[src/wpd_pkg.sv]
// Shared types and constants for the WAV PCM stream decoder.
// Holds the result record, result kinds and the RIFF chunk tags.
// No dependencies.
`timescale 1ns / 1ps
`default_nettype none

package wpd_pkg;

  typedef enum logic [1:0] {
    KIND_SAMPLE = 2'd0,
    KIND_ACCEPT = 2'd1,
    KIND_REJECT = 2'd2,
    KIND_TRUNC  = 2'd3
  } kind_t;

  typedef struct packed {
    kind_t       kind;
    logic [15:0] sample;
    logic        last_sample;
    logic [31:0] rate_hz;
    logic [1:0]  channel_count;
    logic [4:0]  sample_bits;
    logic [31:0] data_bytes;
  } wpd_result_t;

  // Up to two results per input byte, in delivery order; b is only set with a.
  typedef struct packed {
    logic        vld_a;
    logic        vld_b;
    wpd_result_t res_a;
    wpd_result_t res_b;
  } wpd_push_t;

  localparam logic [31:0] TAG_RIFF   = 32'h4646_4952;
  localparam logic [31:0] TAG_WAVE   = 32'h4556_4157;
  localparam logic [31:0] TAG_FMT    = 32'h2074_6D66;
  localparam logic [31:0] TAG_DATA   = 32'h6174_6164;
  localparam logic [7:0]  PCM_OFFSET = 8'd128;
  localparam logic [31:0] FMT_MIN    = 32'd16;

endpackage

`default_nettype wire

[src/wpd_parser.sv]
// RIFF/WAVE chunk parser: holds the parse state and turns one byte into up
// to two result records. Depends on wpd_pkg.
`timescale 1ns / 1ps
`default_nettype none

module wpd_parser
  import wpd_pkg::*;
(
  input  wire logic       clk,
  input  wire logic       rst_n,
  input  wire logic       step_en,
  input  wire logic [7:0] file_byte,
  input  wire logic       end_of_file,
  output wpd_push_t       push
);

  typedef enum logic [2:0] {
    PH_PRE  = 3'd0,
    PH_HDR  = 3'd1,
    PH_FMT  = 3'd2,
    PH_SKIP = 3'd3,
    PH_DATA = 3'd4,
    PH_DONE = 3'd5
  } phase_t;

  phase_t      phase_r,   phase_nxt;
  logic [3:0]  k_r,       k_nxt;
  logic [31:0] tag_r,     tag_nxt;
  logic [31:0] size_r,    size_nxt;
  logic [15:0] fcode_r,   fcode_nxt;
  logic [15:0] chans_r,   chans_nxt;
  logic [31:0] rate_r,    rate_nxt;
  logic [15:0] bits_r,    bits_nxt;
  logic [31:0] rem_r,     rem_nxt;
  logic [1:0]  fbi_r,     fbi_nxt;
  logic [7:0]  low_r,     low_nxt;

  logic [31:0] tag_shift;
  logic [31:0] size_lane;
  logic [31:0] fmt_rem;
  logic [31:0] rem_dec;
  logic [1:0]  frame_mask;
  logic [2:0]  frame_len;
  logic        fmt_ok;
  logic        step_vld;
  wpd_result_t step_res;
  logic        eof_vld;
  wpd_result_t eof_res;

  always_comb begin
    tag_shift = {file_byte, tag_r[31:8]};
    size_lane = (k_r == 4'd4) ? 32'd0 : size_r;
    size_lane[{k_r[1:0], 3'b000} +: 8] = file_byte;
    fmt_rem   = size_r - FMT_MIN;
    rem_dec   = rem_r - 32'd1;
    if (bits_r == 16'd16) begin
      frame_mask = (chans_r == 16'd2) ? 2'd3 : 2'd1;
    end else begin
      frame_mask = (chans_r == 16'd2) ? 2'd1 : 2'd0;
    end
    frame_len = {1'b0, frame_mask} + 3'd1;
    fmt_ok = (fcode_r == 16'd1) && ((bits_r == 16'd8) || (bits_r == 16'd16)) &&
             (chans_r >= 16'd1) && (chans_r <= 16'd2) && (rate_r != 32'd0) &&
             (size_lane != 32'd0);
  end

  always_comb begin
    phase_nxt = phase_r;
    k_nxt     = k_r;
    tag_nxt   = tag_r;
    size_nxt  = size_r;
    fcode_nxt = fcode_r;
    chans_nxt = chans_r;
    rate_nxt  = rate_r;
    bits_nxt  = bits_r;
    rem_nxt   = rem_r;
    fbi_nxt   = fbi_r;
    low_nxt   = low_r;
    step_vld  = 1'b0;
    step_res  = '0;
    eof_vld   = 1'b0;
    eof_res   = '0;

    if (step_en) begin
      case (phase_r)
        PH_PRE: begin
          tag_nxt = tag_shift;
          k_nxt   = k_r + 4'd1;
          if (k_r == 4'd3 && tag_shift != TAG_RIFF) begin
            step_vld      = 1'b1;
            step_res.kind = KIND_REJECT;
            phase_nxt     = PH_DONE;
          end else if (k_r >= 4'd11) begin
            if (tag_shift != TAG_WAVE) begin
              step_vld      = 1'b1;
              step_res.kind = KIND_REJECT;
              phase_nxt     = PH_DONE;
            end else begin
              phase_nxt = PH_HDR;
              k_nxt     = 4'd0;
            end
          end
        end
        PH_HDR: begin
          if (k_r < 4'd4) begin
            tag_nxt = tag_shift;
          end else begin
            size_nxt = size_lane;
          end
          k_nxt = k_r + 4'd1;
          if (k_r >= 4'd7) begin
            k_nxt = 4'd0;
            if (tag_r == TAG_FMT) begin
              if (size_lane < FMT_MIN) begin
                step_vld      = 1'b1;
                step_res.kind = KIND_REJECT;
                phase_nxt     = PH_DONE;
              end else begin
                phase_nxt = PH_FMT;
              end
            end else if (tag_r == TAG_DATA) begin
              step_vld = 1'b1;
              if (fmt_ok) begin
                step_res.kind          = KIND_ACCEPT;
                step_res.rate_hz       = rate_r;
                step_res.channel_count = chans_r[1:0];
                step_res.sample_bits   = bits_r[4:0];
                step_res.data_bytes    = size_lane;
                phase_nxt              = PH_DATA;
                rem_nxt                = size_lane;
                fbi_nxt                = 2'd0;
              end else begin
                step_res.kind = KIND_REJECT;
                phase_nxt     = PH_DONE;
              end
            end else begin
              tag_nxt   = {31'd0, size_lane[0]};
              phase_nxt = (size_lane == 32'd0) ? PH_HDR : PH_SKIP;
            end
          end
        end
        PH_FMT: begin
          if (k_r < 4'd2) begin
            fcode_nxt[{k_r[0], 3'b000} +: 8] = file_byte;
          end else if (k_r < 4'd4) begin
            chans_nxt[{k_r[0], 3'b000} +: 8] = file_byte;
          end else if (k_r < 4'd8) begin
            rate_nxt[{k_r[1:0], 3'b000} +: 8] = file_byte;
          end else if (k_r >= 4'd14) begin
            bits_nxt[{k_r[0], 3'b000} +: 8] = file_byte;
          end
          k_nxt = k_r + 4'd1;
          if (k_r == 4'd15) begin
            k_nxt     = 4'd0;
            size_nxt  = fmt_rem;
            tag_nxt   = {31'd0, size_r[0]};
            phase_nxt = (fmt_rem == 32'd0) ? PH_HDR : PH_SKIP;
          end
        end
        PH_SKIP: begin
          if (size_r != 32'd0) begin
            size_nxt = size_r - 32'd1;
            if (size_r == 32'd1 && !tag_r[0]) begin
              phase_nxt = PH_HDR;
              k_nxt     = 4'd0;
            end
          end else begin
            tag_nxt   = 32'd0;
            phase_nxt = PH_HDR;
            k_nxt     = 4'd0;
          end
        end
        PH_DATA: begin
          rem_nxt = rem_dec;
          if (bits_r == 16'd8) begin
            if (fbi_r == 2'd0) begin
              step_vld             = 1'b1;
              step_res.kind        = KIND_SAMPLE;
              step_res.sample      = {file_byte ^ PCM_OFFSET, 8'h00};
              step_res.last_sample = rem_dec < {29'd0, frame_len};
            end
          end else begin
            if (fbi_r == 2'd0) begin
              low_nxt = file_byte;
            end else if (fbi_r == 2'd1) begin
              step_vld             = 1'b1;
              step_res.kind        = KIND_SAMPLE;
              step_res.sample      = {file_byte, low_r};
              step_res.last_sample = rem_dec < {29'd0, frame_len};
            end
          end
          fbi_nxt = (fbi_r + 2'd1) & frame_mask;
          if (rem_dec == 32'd0) begin
            phase_nxt = PH_DONE;
          end
        end
        default: begin
        end
      endcase

      if (end_of_file) begin
        if (phase_nxt == PH_PRE || phase_nxt == PH_HDR || phase_nxt == PH_FMT ||
            phase_nxt == PH_SKIP) begin
          eof_vld      = 1'b1;
          eof_res.kind = KIND_REJECT;
        end else if (phase_nxt == PH_DATA && rem_nxt != 32'd0) begin
          eof_vld      = 1'b1;
          eof_res.kind = KIND_TRUNC;
        end
        phase_nxt = PH_PRE;
        k_nxt     = 4'd0;
        tag_nxt   = 32'd0;
        size_nxt  = 32'd0;
        fcode_nxt = 16'd0;
        chans_nxt = 16'd0;
        rate_nxt  = 32'd0;
        bits_nxt  = 16'd0;
        rem_nxt   = 32'd0;
        fbi_nxt   = 2'd0;
        low_nxt   = 8'd0;
      end
    end
  end

  always_comb begin
    push.vld_a = step_vld | eof_vld;
    push.vld_b = step_vld & eof_vld;
    push.res_a = step_vld ? step_res : eof_res;
    push.res_b = eof_res;
  end

  always_ff @(posedge clk) begin
    if (!rst_n) begin
      phase_r <= PH_PRE;
      k_r     <= 4'd0;
      tag_r   <= 32'd0;
      size_r  <= 32'd0;
      fcode_r <= 16'd0;
      chans_r <= 16'd0;
      rate_r  <= 32'd0;
      bits_r  <= 16'd0;
      rem_r   <= 32'd0;
      fbi_r   <= 2'd0;
      low_r   <= 8'd0;
    end else begin
      phase_r <= phase_nxt;
      k_r     <= k_nxt;
      tag_r   <= tag_nxt;
      size_r  <= size_nxt;
      fcode_r <= fcode_nxt;
      chans_r <= chans_nxt;
      rate_r  <= rate_nxt;
      bits_r  <= bits_nxt;
      rem_r   <= rem_nxt;
      fbi_r   <= fbi_nxt;
      low_r   <= low_nxt;
    end
  end

endmodule

`default_nettype wire

[src/wav_pcm_stream_decoder.sv]
// WAV PCM stream decoder top level: input register, parser and result queue.
// Depends on wpd_pkg and wpd_parser.
//
// Usage:
//   Slave channel (in_*): one byte of a WAV file per beat in in_tdata,
//   in_tlast on the final byte of the file; the parser returns to its
//   reset state after that byte.
//   Master channel (out_*): result beats. out_tuser carries the kind
//   (sample, header accepted, header rejected, data truncated), out_tlast
//   marks the final sample of the data chunk, out_tdata the sample and the
//   format fields.
//   Throughput: one byte per cycle while the result queue has two free slots.
//   A byte is registered at the input, parsed from that register and its
//   results (none, one or two) written to a four-beat result queue; the
//   master side offers results from the queue head once they are written.
//   A byte that yields two results (accept or sample followed by an end of
//   file status) is still parsed in one step; the queue absorbs the extra beat.
//   When the receiver stalls the queue fills; the input register holds its
//   byte until two queue slots are free, and in_tready drops while it waits.
//   Reset (rst_n low, synchronous) empties the queue and the input register
//   and returns the parser to expecting the RIFF tag.
`timescale 1ns / 1ps
`default_nettype none

module wav_pcm_stream_decoder
  import wpd_pkg::*;
(
  input  wire logic        clk,
  input  wire logic        rst_n,
  input  wire logic        in_tvalid,
  output logic             in_tready,
  input  wire logic [7:0]  in_tdata,   // [7:0] file_byte
  input  wire logic        in_tlast,   // end_of_file
  output logic             out_tvalid,
  input  wire logic        out_tready,
  output logic [87:0]      out_tdata,  // [15:0] sample, [47:16] rate in Hz,
                                       // [49:48] channel_count, [54:50] sample_bits,
                                       // [86:55] data_bytes, [87] zero
  output logic [1:0]       out_tuser,  // [1:0] kind
  output logic             out_tlast   // last_sample
);

  localparam int QDEPTH = 4;
  localparam int QAW    = $clog2(QDEPTH);
  localparam int QCW    = $clog2(QDEPTH + 1);

  logic            in_vld_r;
  logic [7:0]      in_byte_r;
  logic            in_eof_r;
  logic            step_en;
  wpd_push_t       push;

  wpd_result_t     queue_r [QDEPTH];
  logic [QAW-1:0]  wr_ptr_r, wr_ptr_nxt;
  logic [QAW-1:0]  rd_ptr_r, rd_ptr_nxt;
  logic [QCW-1:0]  cnt_r,    cnt_nxt;
  logic [QCW-1:0]  n_push;
  logic            pop;
  wpd_result_t     head;

  assign step_en   = in_vld_r && (cnt_r <= QCW'(QDEPTH - 2));
  assign in_tready = !in_vld_r || step_en;

  always_ff @(posedge clk) begin
    if (!rst_n) begin
      in_vld_r <= 1'b0;
    end else if (in_tvalid && in_tready) begin
      in_vld_r <= 1'b1;
    end else if (step_en) begin
      in_vld_r <= 1'b0;
    end
  end

  always_ff @(posedge clk) begin
    if (in_tvalid && in_tready) begin
      in_byte_r <= in_tdata;
      in_eof_r  <= in_tlast;
    end
  end

  wpd_parser u_parser (
    .clk         (clk),
    .rst_n       (rst_n),
    .step_en     (step_en),
    .file_byte   (in_byte_r),
    .end_of_file (in_eof_r),
    .push        (push)
  );

  assign head       = queue_r[rd_ptr_r];
  assign out_tvalid = (cnt_r != '0);
  assign pop        = out_tvalid && out_tready;
  assign out_tuser  = head.kind;
  assign out_tlast  = head.last_sample;
  assign out_tdata  = {1'b0, head.data_bytes, head.sample_bits, head.channel_count,
                       head.rate_hz, head.sample};

  always_comb begin
    n_push     = QCW'(push.vld_a) + QCW'(push.vld_b);
    cnt_nxt    = cnt_r + n_push - QCW'(pop);
    wr_ptr_nxt = wr_ptr_r + QAW'(n_push);
    rd_ptr_nxt = rd_ptr_r + QAW'(pop);
  end

  always_ff @(posedge clk) begin
    if (push.vld_a) begin
      queue_r[wr_ptr_r] <= push.res_a;
    end
    if (push.vld_b) begin
      queue_r[wr_ptr_r + QAW'(1)] <= push.res_b;
    end
  end

  always_ff @(posedge clk) begin
    if (!rst_n) begin
      wr_ptr_r <= '0;
      rd_ptr_r <= '0;
      cnt_r    <= '0;
    end else begin
      wr_ptr_r <= wr_ptr_nxt;
      rd_ptr_r <= rd_ptr_nxt;
      cnt_r    <= cnt_nxt;
    end
  end

endmodule

`default_nettype wire

[config.mk]
export PLATFORM = sky130hd
export DESIGN_NAME = wav_pcm_stream_decoder
export DESIGN_NICKNAME = d
export VERILOG_FILES = /design/src/wpd_pkg.sv /design/src/wpd_parser.sv /design/src/wav_pcm_stream_decoder.sv
export SDC_FILE = /design/constraint.sdc
export NUM_CORES = 1
export LEC_CHECK = 0
export BUFFER_PORTS_ARGS = -buffer_cell sky130_fd_sc_hd__buf_2
export CORE_UTILIZATION = 60
export DETAILED_ROUTE_END_ITERATION = 16
export PLACE_DENSITY = 0.87
export SYNTH_ARGS = -nofsm -noshare
export SYNTH_HDL_FRONTEND = slang
export SYNTH_SLANG_ARGS = --single-unit
[constraint.sdc]
create_clock -name clk -period 7.14 [get_ports clk]
set_clock_uncertainty 0.1 [all_clocks]
set_input_delay 0.357 -clock clk [delete_from_list [all_inputs] [get_ports clk]]
set_output_delay 0.357 -clock clk [all_outputs]
set_load 0.005 [all_outputs]
* Yosys cells after proc, flatten, opt, wreduce, memory -nomap -nowiden *
Memory sizes are Yosys's and may differ from the RTL's. A register that Yosys moved wholly into a read port is not among the register bits.
Cells that the tools add are included.

storage, ports and cells
  flip-flop bits (word level) = 210
  latch bits = 0
  RAM bits = 360
  ROM bits = 0
  input bits = 13
  output and inout port bits = 93
  logic and storage cells = 266
  memories = 1

memories
  name     words  bits a word  read ports  clocked after Yosys merged registers in  write ports  RTL line                      text
  queue_r  4      90           1           1                                        2            wav_pcm_stream_decoder.sv:53  wpd_result_t queue_r [QDEPTH];

cells by class
  $add $sub $neg = 14
  multipliers = 0
  divide/modulo/power cells = 0
  magnitude comparators = 11
  eq/ne operators = 34
  shift-type cells = 4
  mux-type cells = 132
  bitwise logic cells = 4
  reduce and logical (&&, ||, !) cells = 49

operators by type and width
  kind                                                   number
  2-to-1 mux 32 bit                                      23
  2-to-1 mux 71 bit                                      5
  2-to-1 mux 16 bit                                      13
  2-to-1 mux 90 bit                                      2
  one-hot mux 32 bit (4 select lines)                    1
  nonzero test 32 bit                                    4
  zero test 32 bit                                       3
  one-hot mux 32 bit (3 select lines)                    1
  bitwise mux 32 bit                                     2
  != test 32 x 31 -> 1 bit, second input constant        2
  one-hot mux 32 bit (2 select lines)                    1
  subtractor 32 x 1 -> 32 bit, second input constant     2
  2-to-1 mux 17 bit                                      3
  bitwise mux 16 bit                                     3
  2-to-1 mux 2 bit                                       22
  2-to-1 mux 3 bit                                       13
  2-to-1 mux 19 bit                                      2
  equality test 32 x 1 -> 1 bit, second input constant   1
  equality test 32 x 30 -> 1 bit, second input constant  1
  equality test 32 x 31 -> 1 bit, second input constant  1
  < comparator 32 x 3 -> 1 bit                           1
  < comparator 32 x 5 -> 1 bit, second input constant    1
  2-to-1 mux 4 bit                                       8
  2-to-1 mux 8 bit                                       4
  61 further kinds                                       129

* Logic depth before layout (Yosys ltp) *
  word-level depth = 24
  depth in mapped cells = 26
  depth with buffers taken out = 23

* Modules after synthesis *
A second synthesis with hierarchy kept.

unflattened totals
  cell total of the unflattened synthesis = 2770
  area total of the unflattened synthesis = 32567.5 µm²

modules (own cells, without submodules)
  module                  times used  cells an instance  area an instance (µm²)
  wav_pcm_stream_decoder  1           933                18662.9
  wpd_parser              1           1837               13904.6

* Least setup slack after synthesis *
No wires, ideal clock.

  path kind = register to register
  from = register u_parser.k_r[0]
  to = memory queue_r[2][88] (netlist bit), enable pin
  setup time = 0.259 ns
  arrival time = 5.329 ns
  slack = 1.452 ns
  cell stages (with the launch flop) = 24
  clock period less this slack = 5.688 ns
  path through = dfxtp_1 -> buf_4 -> inv_1 -> ha_1 -> buf_4 -> or2_4 -> buf_6 -> o22a_1 -> and3_1 -> nand4_1 -> o311ai_2 -> mux2_2 -> a221o_1 -> or3_1 -> or4_4 -> a21oi_4 -> nand2b_1 -> ha_1 -> nor2_1 -> and2_1 -> nor2_1 -> clkbuf_1 -> buf_1 -> inv_1

RTL lines
  what                    RTL line                      text
  from (decl)             wpd_parser.sv:27              logic [3:0] k_r, k_nxt;
  from (signal assigned)  wpd_parser.sv:247             k_r <= k_nxt;
  to (decl)               wav_pcm_stream_decoder.sv:53

* Final worst setup path *
  from = register u_parser.k_r[0]
  to = register cnt_r[2]

between the ends
  cells in the longest elaborated chain, start to end = 22

RTL lines
  what                                                                   RTL line                       text
  branches (longest 19 deep; another with < comparator 32 x 5 -> 1 bit)  --
  adder 1 x 1 -> 2 bit (*)                                               wav_pcm_stream_decoder.sv:99   n_push = QCW'(push.vld_a) + QCW'(push.vld_b);
  adder 3 x 2 -> 3 bit (*)                                               wav_pcm_stream_decoder.sv:100  cnt_nxt = cnt_r + n_push - QCW'(pop);
  subtractor 3 x 1 -> 3 bit (*)                                          wav_pcm_stream_decoder.sv:100
  to (signal assigned)                                                   wav_pcm_stream_decoder.sv:122  cnt_r <= cnt_nxt;
  to (decl)                                                              wav_pcm_stream_decoder.sv:56   logic [QCW-1:0] cnt_r, cnt_nxt;

Mark *: on every way between the ends. The select of a mux whose other input is x is not followed.
A chain may end at the register's enable or synchronous reset.

==> results.py <==
metrics = {
    "run_status": {
        "status": "complete, no violations",
    },
    "cells_and_area": {
        "final_core_util_pct": 67.3,
        "final_net_count": 3157,
        "layout_common_cells": "sky130_fd_sc_hd__nand2_1, sky130_fd_sc_hd__dfxtp_1, sky130_fd_sc_hd__o21ai_0, sky130_fd_sc_hd__nor2_1, sky130_fd_sc_hd__a21oi_1",
        "areaGrowthSynthToFinish_pct": 10.9,
        "diodes": 0,
        "layout.cells.most_common": "sky130_fd_sc_hd__nand2_1",
        "layout-drive-gt1-share_pct": 13.0,
    },
    "place": {
        "port_buffers": 104,
        "globalplace.congestion": 1.03,
        "dpl.hpwl_mm": 59.8,
    },
    "power": {
        "internal_power_mw": 5.30,
        "p_clk_share_pct": 41.3,
        "power.leakage_nw": 10.4,
        "seq_power_share_pct": 45.6,
        "pwr_density_cell_nw_per_um2": 249,
        "irDropWorstVdd_mv": 0.234,
        "power_frac_comb_pct": 13.1,
        "switchingPower_mw": 2.09,
        "power.share.switching_pct": 28.2,
    },
    "sta": {
        "layout_min_cycle_time_ns": 6.68,
        "setup_viol": 0,
        "timing_worst_slew_pin_value_ns": 1.20,
        "finalSetupTns_ns": 0,
        "min_period_over_period_pct": 93.6,
        "max_freq_mhz": 150,
        "maxSlewViolCount": 0,
        "slew-limit-headroom_pct": 20.2,
        "rsz0062_at_grt": "false",
        "report.final.hold_viol_count": 0,
    },
    "synthesis": {
        "postSynthAreaPerCell_sq_um": 8.55,
        "synth_ff_type": "sky130_fd_sc_hd__dfxtp_1",
        "synthesis.nets": 3173,
        "yosys_warnings": 0,
        "number_of_flip_flops_and_latches_in_the_synthesized_netlist": 570,
        "yosys.cell_types.count": 96,
        "postSynthCellCount": 3130,
        "yosysSeqAreaShare_pct": 43.3,
        "netlist_area_sq_um": 26800,
        "synth_edf_count": 17,
        "synthArstFlopShare_pct": 0,
    },
    "die": {
        "floorplan.initialDensity_pct": 60.7,
        "die-area_sq_um": 45500,
        "floorplan.die.height_um": 213,
        "core_area_sq_um": 44100,
        "placementRows": 77,
        "pin_count": 106,
        "die_w_um": 213,
    },
    "job": {
        "max_cap_viol_count": 0,
    },
    "setup_path": {
        "crit_slowest_cell": "sky130_fd_sc_hd__or4_4",
        "r2r_setup_slack_ns": 0.46,
        "cpPeakStageDelay_ns": 0.58,
        "timing.critical_path.arrival_ns": 7.11,
        "timing.critical_path.cells": "inv_1 > ha_1 > and4bb_2 > a32oi_1 > buf_4 > and3_1 > nand4_1 > o311ai_2 > mux2_2 > a221o_1 > or3_1 > or4_4 > a21oi_4 > nand2b_1 > ha_1 > inv_1 > ha_1 > inv_1 > ha_1 > inv_1 > fa_1 > xor2_1 > xnor2_1 > and2_1",
        "timing.reg2reg.worst_path_depth": 24,
        "crit_path_launch": "u_parser.k_r[0]",
        "setup.worst_path.start_class": "register",
        "critical_path_peak_fanout": 12,
        "worst_r2r_startpoint": "u_parser.k_r[0]",
        "worstPathRequired_ns": 7.56,
        "setup.worst_path.end": "cnt_r[2]",
        "path_class": "register to register",
        "critical_path.endpoint_type": "register",
        "rr_endpoint": "cnt_r[2]",
    },
    "route": {
        "remaining_drc_errors": 0,
        "route.antenna.remaining_nets": 0,
        "detail_route.iter0.violations": 3360,
        "drt-total-wl_mm": 89.7,
        "detailroute.via_count": 25200,
        "routedWlPerCell_um": 23.9,
        "detailedRoute.firstPassIterationCount": 9,
        "route.detailed.vias_per_inst": 6.73,
    },
    "clock_tree": {
        "cts_repair_resize_count": 0,
        "cts_setup_buffers": 0,
        "skew_pair_late_insertion_delay_ns": 0.63,
        "cts_sinks": 570,
        "clock_root_buffer": "sky130_fd_sc_hd__clkbuf_16",
        "h-tree-depth": 2,
        "cts_tree": "yes",
        "cts_buffers": 56,
        "cts_max_path_buffers": 3,
        "clkTransAtPathRegs_ns": 0.06,
        "postCtsHoldBufs": 10,
    },
    "global_routing": {
        "busiest_layer": "met2",
        "first_global_vias": 24300,
        "total_global_routing_overflow": 0,
        "grt_pass1_wl_mm": 137,
        "grtUsageTotal_pct": 38.9,
        "gr-usage-met2_pct": 60.2,
        "grt_use_met1_pct": 50.5,
        "grt_antenna_before_repair": 0,
        "grtUsageMet3_pct": 9.31,
        "pin_count_of_the_biggest_net_entering_global_routing": 91,
    },
    "min_path": {
        "hold_path_class": "input pin to register",
    },
}
[sequential cells by signal, summed over array words and instances (netlist names), 3 cells and up]
name / flops
queue_r: 360
u_parser.rate_r: 32
u_parser.rem_r: 32
u_parser.size_r: 32
u_parser.tag_r: 32
u_parser.bits_r: 16
u_parser.chans_r: 16
u_parser.fcode_r: 16
in_byte_r: 8
u_parser.low_r: 8
u_parser.k_r: 4
cnt_r: 3
u_parser.phase_r: 3
[through the flow]
stage | setup slack, ns | instance area (sq um) | total power [mW] | hold WS (ns) | instances
detailed placement | 0.674 | 27700 | 4.37 | 0.337 | 3638
global placement | 0.851 | 27700 | 4.35 | 0.328 | 3638
global route | 0.0595 | 29700 | 7.58 | 0.186 | 3753
floorplan | 1.45 | 26800 | 4.07 | 0.320 | 3130
CTS | 0.573 | 29700 | 7.35 | 0.195 | 3753
finish | 0.457 | 29700 | 7.38 | 0.198 | 3753
[how the worst min path moves through the flow]
| stage | from | end | slack [ns] | depth (start not counted) |
|---|---|---|---|---|
| after floorplan | queue_r[1][13] | queue_r[1][13] | 0.32 | 2 |
| after global placement | queue_r[1][13] | queue_r[1][13] | 0.33 | 2 |
| after detailed placement | queue_r[2][3] | queue_r[2][3] | 0.34 | 2 |
| after CTS | out_tready | rd_ptr_r[0] | 0.20 | 4 |
| after global routing | out_tready | rd_ptr_r[0] | 0.19 | 4 |
| final | out_tready | rd_ptr_r[0] | 0.20 | 4 |
[layer usage]
metal  share of wire, %  wire length, um
met1                 39            34800
met4                5.1             4580
met3                 11             9790
met2                 45            40600
met5                  0                0
[area by class of cell]
cell class	instances	area, sq um
Clock buffer	76	1600
Clock inverter	29	303
Fill cell	3386	14400
Inverter	45	169
Multi-Input combinational cell	2265	14100
Sequential cell	570	11600
Tap cell	592	741
Timing Repair Buffer	176	1200
[critical path: cells and delay by family, from the launching register on]
family	cells	cell delay [ns]
and+or+nand+nor	7	2.21
adders and majority gates	5	1.45
AOI/OAI and AO/OA	4	0.96
buffers and inverters	5	0.57
DFF	1	0.55
xor gates and xnor gates	2	0.40
muxes	1	0.35
[power by group through the flow]
stage / combinational (mW) / clock [mW] / sequential, mW
floorplan: 0.748 / 0 / 3.32
global placement: 0.915 / 0 / 3.43
detailed placement: 0.934 / 0 / 3.43
CTS: 0.945 / 3.05 / 3.36
global route: 1.03 / 3.18 / 3.37
finish: 0.968 / 3.05 / 3.37
[logic make-up (layout without fill, tap and decap cells)]
| kind of cell | after synthesis | after routing | synth area share (%) |
|---|---|---|---|
| multiplexers | 100 | 100 | 7.96 |
| other | 1 | 1 | 0.0140 |
| XOR/XNOR | 34 | 34 | 1.11 |
| adder cells (fa/ha/maj) | 30 | 30 | 1.43 |
| AO/OA/AOI/OAI | 854 | 854 | 19.4 |
| buffers and inverters | 295 | 326 | 4.36 |
| AND/OR/NAND/NOR | 1246 | 1246 | 22.5 |
| flip-flops | 570 | 570 | 43.3 |
[cell usage after synthesis, types with 36 or more instances]
cell                       instances  share of area (%)
sky130_fd_sc_hd__a21oi_1         124                2.3
sky130_fd_sc_hd__nor4_1           46                1.1
sky130_fd_sc_hd__dfxtp_1         553                 41
sky130_fd_sc_hd__nor2b_1         101                2.4
sky130_fd_sc_hd__a21boi_0         45                1.3
sky130_fd_sc_hd__o21ai_0         428                8.0
sky130_fd_sc_hd__and2_1           50                1.2
sky130_fd_sc_hd__clkbuf_1        207                2.9
sky130_fd_sc_hd__nand2_1         620                8.7
sky130_fd_sc_hd__nand3_1          68                1.3
sky130_fd_sc_hd__nor3_1           55                1.0
sky130_fd_sc_hd__a22oi_1          48                1.3
sky130_fd_sc_hd__a32oi_1          36                1.2
sky130_fd_sc_hd__nor2_1          137                1.9
sky130_fd_sc_hd__mux4_2           90                7.6
sky130_fd_sc_hd__inv_1            45               0.63
(Power assumes the default switching activity.)
